===== src/rtl/core/sib_pkg.sv =====
// ----------------------------------------------------------------------------
// sib_pkg
// Shared types and constants of the sorted insertion buffer.
// ----------------------------------------------------------------------------
package sib_pkg;

    localparam int CAPACITY_DEF = 32;
    localparam int KEY_W        = 64;

    localparam logic REQ_INSERT = 1'b0;
    localparam logic REQ_DRAIN  = 1'b1;

    typedef enum logic [0:0] {
        ST_IDLE,
        ST_DRAIN
    } state_t;

    typedef struct packed {
        logic ins;
        logic shift;
    } cell_ctrl_t;

    // Non-NaN double pattern to an unsigned code of the same order.
    function automatic logic [KEY_W-1:0] order_code(input logic [KEY_W-1:0] b);
        logic [KEY_W-1:0] r;
        if (b[KEY_W-2:0] == '0)
            r = {1'b1, {(KEY_W-1){1'b0}}};
        else if (b[KEY_W-1])
            r = ~b;
        else
            r = b | {1'b1, {(KEY_W-1){1'b0}}};
        return r;
    endfunction

    function automatic logic is_nan(input logic [KEY_W-1:0] b);
        return (b[62:52] == 11'h7FF) && (b[51:0] != '0);
    endfunction

endpackage


===== src/rtl/core/sib_cell.sv =====
// ----------------------------------------------------------------------------
// sib_cell
// One chain slot: holds a key, compares, shifts toward the tail or the head.
// ----------------------------------------------------------------------------
module sib_cell (
    input  logic                      clk,
    input  logic [sib_pkg::KEY_W-1:0] new_key,
    input  logic                      live,
    input  logic                      left_found,
    input  logic [sib_pkg::KEY_W-1:0] left_key,
    input  logic                      ins,
    input  logic                      drain_shift,
    input  logic [sib_pkg::KEY_W-1:0] right_key,
    output logic                      found,
    output logic [sib_pkg::KEY_W-1:0] key
);
    logic [sib_pkg::KEY_W-1:0] key_reg;
    logic [sib_pkg::KEY_W-1:0] key_next;
    logic                      gt;

    // an empty cell counts as greater so the key lands at the fill end
    assign gt = !live
                || (!sib_pkg::is_nan(key_reg) && !sib_pkg::is_nan(new_key)
                    && (sib_pkg::order_code(key_reg) > sib_pkg::order_code(new_key)));
    assign found = left_found || gt;
    assign key   = key_reg;

    always_comb
    begin
        key_next = key_reg;
        if (drain_shift)
            key_next = right_key;
        else if (ins)
        begin
            if (left_found)
                key_next = left_key;
            else if (gt)
                key_next = new_key;
        end
    end

    always_ff @(posedge clk)
    begin
        key_reg <= key_next;
    end
endmodule


===== config.mk =====
export PLATFORM = sky130hd
export DESIGN_NAME = sib_cell
export DESIGN_NICKNAME = d
export VERILOG_FILES = /design/src/rtl/core/sib_pkg.sv /design/src/rtl/core/sib_cell.sv
export SDC_FILE = /design/constraint.sdc
export NUM_CORES = 1
export LEC_CHECK = 0
export BUFFER_PORTS_ARGS = -buffer_cell sky130_fd_sc_hd__buf_2
export CAP_MARGIN = 30
export CORE_MARGIN = 1.5
export CORE_UTILIZATION = 32
export CTS_BUF_LIST = sky130_fd_sc_hd__clkbuf_8 sky130_fd_sc_hd__clkbuf_16
export CTS_CLUSTER_DIAMETER = 40
export DETAILED_ROUTE_END_ITERATION = 8
export GPL_TIMING_DRIVEN = 0
export RECOVER_POWER = 25
export SKIP_LAST_GASP = 1
export SYNTH_ARGS = -nofsm -noshare
export SYNTH_HDL_FRONTEND = slang
export SYNTH_SLANG_ARGS = --single-unit
export TNS_END_PERCENT = 10

===== constraint.sdc =====
create_clock -name clk -period 10.3 [get_ports clk]
set_input_delay 3.09 -clock clk [delete_from_list [all_inputs] [get_ports clk]]
set_output_delay 3.09 -clock clk [all_outputs]
set_load 0.005 [all_outputs]

Word level (Yosys, flattened, before mapping). Cells that the tools add are included.

Bits of input ports: 197. Flip-flop bits (word level): 64. Output and inout bits: 65.

$lt $le $gt $ge: 1. Reduce and logical (&&, ||, !) cells: 16. Mux-type cells: 8. Bitwise gates (word level): 2. Equal/unequal tests: 2.

Operators with widths (number): $mux 64 (8); $not 64->64 (2); $logic_not 63->1 (2); $reduce_bool 52->1 (2); $gt 64x64->1 (1); $eq 11x11->1 const B (2); $logic_and 1x1->1 (4); $logic_not 1->1 (3); $reduce_bool 3->1 (1); $logic_or 1x1->1 (2); $reduce_and 2->1 (1); $reduce_bool 2->1 (1).

Longest topological paths before layout. Gate-level depths: netlist of run 1.

Depth in word-level cells: 10. Mapped depth: 15. Depth with buffers taken out: 13.

Least setup slack after synthesis of run 1. OpenSTA, ideal clock, no wires.

Path kind: input-to-output. Start point: input port new_key[51] (netlist bit). End point: output port found. Slack: 1.292 ns. Stages on the path: 14. Data required time: 7.210 ns. Data arrival time: 5.918 ns. Path through: nor4_1 nand4_1 nor4_2 nand4_1 clkbuf_1 nand2_1 ha_1 a21oi_1 o21ai_0 a221o_1 o31ai_1 nand2_1 a2111oi_4 o21ai_1.

Word-level cells in the longest chain between the ends: 7.

Ends and longest elaborated chain: from (decl) (line sib_cell.sv:7) `input logic [sib_pkg::KEY_W-1:0] new_key,`; branches (longest 4 deep; another with $gt 64x64->1); $logic_and 1x1->1 (*) (line sib_cell.sv:24) `&& (sib_pkg::order_code(key_reg) > sib_pkg::order_code(new_key)));`; $logic_or 1x1->1 (*) (line sib_cell.sv:23) `|| (!sib_pkg::is_nan(key_reg) && !sib_pkg::is_nan(new_key)`; $logic_or 1x1->1 (*) (line sib_cell.sv:25) `assign found = left_found || gt;`; to (decl) (line sib_cell.sv:14) `output logic found,`.

Every way passes the cells marked *.

Worst setup path after layout of run 1.
Start point: input port new_key[50] (netlist bit). End point: output port found.

The elaborated chain is that of the path after synthesis.

==> run_results.csv, run 1 <==
group,metric,value,unit
synth,syn_nets,1043,
worst_setup_path,path_max_fanout,10,
synth,netlist_instances,782,
sta,grt_setup_unrepaired,"no",
finish,syn_to_final_growth,29.94,%
die,die_y,147.1,um
placement,dpl-instance-area,8357,um2
clock_tree,root_buffer,"clkbuf_16",
clock_tree,tritoncts.num_buffers,9,
sta,fin_ws,0.2642,ns
sta,period_minus_slack,10.04,ns
grt,antenna_found_initial,2,
power_and_ir_drop,powerDensity,126.6,nW/um2
worst_setup_path,cp-start-kind,"input port",
route,via_per_inst,4.991,
synth,yosysTopAreaCell,"edfxtp_1",
clock_tree,clock-sinks,64,
sta,slew_headroom,42.03,%
placement,portBuffers,258,
route,vias,6648,
placement,place_hpwl,19040,um
placement,globalplace.congestion,0.8130,
sta,finalSetupViolCount,0,
synth,syn_area,6649,um2
synth,ys_types,37,
synth,ys.flop_type,"edfxtp_1",
sta,hold_viol,0,
die,row_count,52,
die,ios,262,
die,dieArea,21650,um2
grt,grt_pass1_wl,35420,um
grt,grt_use_total,21.36,%
clock_tree,cts_tree,"yes",
route,drt_first_pass_iters,4,
clock_tree,clkSlewWorstSetupHoldPaths,0.06,ns
synth,syn_avg_cell_area,8.502,um2
clock_tree,clkLatencyLatePin,0.34,ns
synth,synth-seq-cells,64,
route,antenna_left,0,
clock_tree,h-tree-depth,3,
sta,slew_violations,0,
synth,async_reset_ff_share,0,%
worst_setup_path,critPathKind,"input port to output port",
power_and_ir_drop,leakage,4.063,nW
sta,post-route-period-util,97.44,%
route,totalWireLength,23330,um
outcome,status,"complete, no violations",
sta,worst_slew_pin_slew,0.8696,ns
synth,ys_seq_area_share,28.90,%
die,core_area,20300,um2
worst_setup_path,worstPathRequired,7.21,ns
synth,ys_top_cells_by_count,"nand2_1, o21ai_0, nor2_1",
worst_setup_path,endpoint_kind,"output port",
grt,grt-ovfl-total,0,
sta,fin_skew,0.009668,ns
finish,drive_above_1_share,25.73,%
power_and_ir_drop,ir_worst_vdd,0.07931,mV
finish,fin_area,8640,um2
die,fp.dieW,147.1,um
finish,fin_nets,1317,
clock_tree,hold_buffers,0,
grt,grt_start_max_net_pins,21,
power_and_ir_drop,finalPower,1.094,mW
clock_tree,clockBufferDepth,2,
route,drc,0,
synth,synth.area.top_cells,"edfxtp_1, ha_1, mux2i_1",
route,drtIter0Drc,289,
synth,yosys_warnings,0,
hold_path,hold_path.class,"flip-flop to flip-flop",
grt,grt_pass1_vias,6515,
sta,setup_tns,0,ns
synth,synthMostInstantiatedCell,"nand2_1",
finish,largest_register_ff_count,64,
synth,synth_top_area_share,28.90,%
sta,max_freq,0.09964,GHz
placement,dp_slack,-0.5758,ns
synth,synth_edf_count,64,
die,start_util,32.75,%
worst_setup_path,cp.arrival,6.95,ns
job,drv_cap,0,
route,post_drt_wl_per_cell,17.51,um
-- per-stage QoR --
step	cells	hold slack, ns	utilization [%]
2_1_floorplan	782	1.793	-
3_3_place_gp	1310	2.415	40.78
3_5_place_dp	1313	1.474	41.17
4_1_cts	1331	1.488	42.52
5_1_grt	1331	1.548	42.55
6_report	1332	1.490	42.56
-- layer usage --
layer | vias to the layer above | GRT usage (%) | part of all wire (%)
met5 | - | 0 | 0.073
met4 | 2 | 5.250 | 1.2
met3 | 19 | 4.006 | 6.1
met2 | 220 | 37.21 | 49
met1 | 3084 | 27.16 | 43
li1 | 3323 | - | -
-- worst max-delay path: stages --
cell and delay [ns]:
buf_2 0.12, nor4_1 0.37, nand4_1 0.25, nor4_4 0.38, nand4_1 0.13, buf_4 0.18, clkbuf_1 0.23, nand2_1 0.12
ha_1 0.24, a21oi_1 0.14, o21ai_0 0.14, a221o_1 0.36, o31ai_1 0.25, nand2_1 0.14, a2111oi_4 0.52, o21ai_1 0.13
buf_2 0.15
-- worst paths after layout --
kind,from,slack [ns],to,depth (start not counted)
hold / removal,key[60],1.49,key[61],4
setup / recovery,new_key[50],0.26,found,17
setup reg to reg,key[20],4.66,key[36],17
hold reg to reg,key[60],1.49,key[61],4
-- kinds of logic (layout without fill, tap and decap cells) --
logic type                 count (synthesis)  count (layout)  share of synthesized area (%)
DFF                                       64              64                          28.90
buffers and inverters                     50             329                          3.124
other                                      0               1                              0
and+or+nand+nor                          298             298                          19.76
AOI/OAI and AO/OA                        116             116                          9.936
muxes                                     64              64                          9.635
adders and majority gates                 64              64                          12.04
xor gates and xnor gates                 126             126                          16.60
-- cells in the final DEF, fill, tap and decap left out, types with 4 or more instances in the layout --
cell / netlist / routed
clkbuf_16: 0 / 9
xor2_1: 64 / 64
nand4_1: 18 / 18
a21oi_1: 26 / 26
mux2i_1: 64 / 64
ha_1: 64 / 64
clkbuf_1: 20 / 45
xnor2_1: 62 / 62
nor2_1: 70 / 70
buf_1: 12 / 12
nand3_1: 13 / 13
o21ai_0: 71 / 71
nor4_1: 34 / 30
edfxtp_1: 64 / 64
buf_2: 16 / 249
nand2_1: 148 / 148
clkinv_1: 0 / 5
a21o_1: 4 / 4
-- report_power, final --
group	switching, mW	total (mW)	internal, mW
sequential	0.0392	0.369	0.330
clock	0.115	0.273	0.158
combinational	0.244	0.452	0.207
-- area by class of cell --
type | instances | area (um2)
inverter | 2 | 7.507
tap | 270 | 337.8
clock inverter | 7 | 28.78
fill | 2150 | 11660
buffer | 48 | 200.2
antenna | 1 | 2.502
multi-input combinational | 668 | 4571
timing repair buffer | 263 | 1345
clock buffer | 9 | 225.2
sequential | 64 | 1922
-- what timing repair did --
action	4_1_cts	5_1_grt
gates resized for setup	1	5
pin swaps	1	0
cloned	0	0
endpoints found under the setup margin	1	1
buffers inserted	2	0
Note: power is estimated with default switching activity, not from simulation.
==> run 2, diff against run 1 <==
REMOVE_ABC_BUFFERS = 1   (was not set)
==> run_results.csv, run 2 (synthesis results as in run 1) <==
group,metric,value,unit
sta,hold_viol,0,
route,drt_first_pass_iters,7,
clock_tree,clock-sinks,64,
placement,dpl-instance-area,8446,um2
route,post_drt_wl_per_cell,15.89,um
worst_setup_path,endpoint_kind,"output port",
finish,syn_to_final_growth,31.63,%
finish,drive_above_1_share,27.92,%
die,dieArea,21650,um2
finish,fill_cells,2092,
grt,antenna_found_initial,3,
sta,fin_skew,0.01068,ns
finish,instances_no_fill,1300,
route,totalWireLength,20650,um
clock_tree,tritoncts.num_buffers,9,
die,fp.dieW,147.1,um
hold_path,holdPathStages,6,
power_and_ir_drop,finalPower,1.136,mW
die,start_util,32.75,%
sta,max_freq,0.09969,GHz
die,die_y,147.1,um
worst_setup_path,path_max_fanout,19,
worst_setup_path,ff2ff_setup_slack,4.40,ns
job,drv_cap,1,
outcome,violations,"capacitance limit, slew limit",
die,row_count,52,
sta,worst_slew_pin_slew,2.456,ns
finish,layout_commonest_cell,"buf_2",
worst_setup_path,cp.arrival,6.94,ns
worst_setup_path,ff2ff_path_depth,16,
sta,period_minus_slack,10.03,ns
power_and_ir_drop,leakage,4.138,nW
worst_setup_path,worstPathRequired,7.21,ns
clock_tree,clkSlewWorstSetupHoldPaths,0.06,ns
placement,portBuffers,261,
placement,dp.cells,1280,
finish,utilization,43.12,%
placement,place_hpwl,16800,um
clock_tree,root_buffer,"clkbuf_16",
grt,grt_pass1_vias,6237,
die,ios,262,
sta,post-route-period-util,97.39,%
clock_tree,clkLatencyLatePin,0.35,ns
hold_path,hold_path.class,"flip-flop to flip-flop",
sta,finalSetupViolCount,0,
route,antenna_left,0,
finish,final_cell_mix,"buf_2, nand2_1, o21ai_0, nor2_1",
power_and_ir_drop,powerDensity,129.8,nW/um2
placement,globalplace.congestion,0.7967,
sta,slew_headroom,-63.73,%
power_and_ir_drop,ir_worst_vdd,0.07623,mV
sta,slew_violations,31,
clock_tree,clockBufferDepth,2,
grt,grt_pass1_wl,33150,um
sta,whs,1.534,ns
worst_setup_path,critPathKind,"input port to output port",
grt,grt_use_total,19.56,%
grt,grt-ovfl-total,0,
clock_tree,h-tree-depth,3,
route,via_per_inst,4.902,
finish,fin_nets,1284,
grt,grt_start_max_net_pins,71,
die,core_area,20300,um2
worst_setup_path,cp-start-kind,"input port",
finish,fin_area,8752,um2
finish,largest_register_ff_count,64,
route,drc,0,
clock_tree,cts_tree,"yes",
outcome,status,"finished, violations left",
route,drtIter0Drc,200,
route,vias,6373,
[run 2: worst paths after layout]
| path | from | end |
|---|---|---|
| min | key[0] | key[24] |
| max | new_key[45] | found |
| min reg2reg | key[0] | key[24] |
| max reg2reg | key[20] | key[46] |
[run 2: per-layer routing]
metal	share of wire, %	track usage, %	vias up	routed length, um
met1	45	25.00	2914	9329
met3	4.8	3.354	22	985
met5	0.048	0	-	10
met2	48	33.15	181	9917
met4	2.0	6.900	2	410
li1	-	-	3254	-
[run 2: metrics by stage]
stage | worst slack [ns] | setup TNS, ns
CTS | 0.2075 | 0
floorplan | -0.07470 | -4.781
global placement | -4.194 | -270.73
global route | -0.003092 | -0.003092
detailed placement | -0.2495 | -0.2495
finish | 0.2691 | 0
[run 2: timing repair]
| action | in CTS | in global routing |
|---|---|---|
| setup endpoints to repair | 1 | 1 |
| resized for setup | 1 | 1 |
| pin swaps | 1 | 0 |
| gates cloned | 0 | 0 |
| hold buffers | 0 | 0 |
| setup buffers | 2 | 0 |
[run 2: critical path: stages]
cell,delay (ns)
buf_2,0.12
nor4_1,0.42
nand4_1,0.31
nor4_2,0.42
nand4_1,0.17
buf_4,0.20
buf_8,0.15
nand2_1,0.06
ha_1,0.23
a21oi_1,0.15
o21ai_0,0.12
a221o_1,0.34
o31ai_1,0.24
nand2_1,0.16
a2111oi_4,0.46
o21ai_1,0.11
buf_2,0.16
[run 2: power breakdown]
| part | total (mW) | switching, mW | internal, mW |
|---|---|---|---|
| clock | 0.309 | 0.124 | 0.185 |
| combinational | 0.460 | 0.238 | 0.221 |
| sequential | 0.367 | 0.0378 | 0.330 |
[run 2: final cells by class]
cell class                 instances  area, um2  share of cell area [%]
multi-input combinational        668       4544                   51.92
tap                              270      337.8                   3.860
inverter                           2      7.507                 0.08578
antenna                            2      5.005                 0.05718
clock inverter                     7      63.81                  0.7291
sequential                        64       1922                   21.96
clock buffer                       9      225.2                   2.573
timing repair buffer             278       1647                   18.81
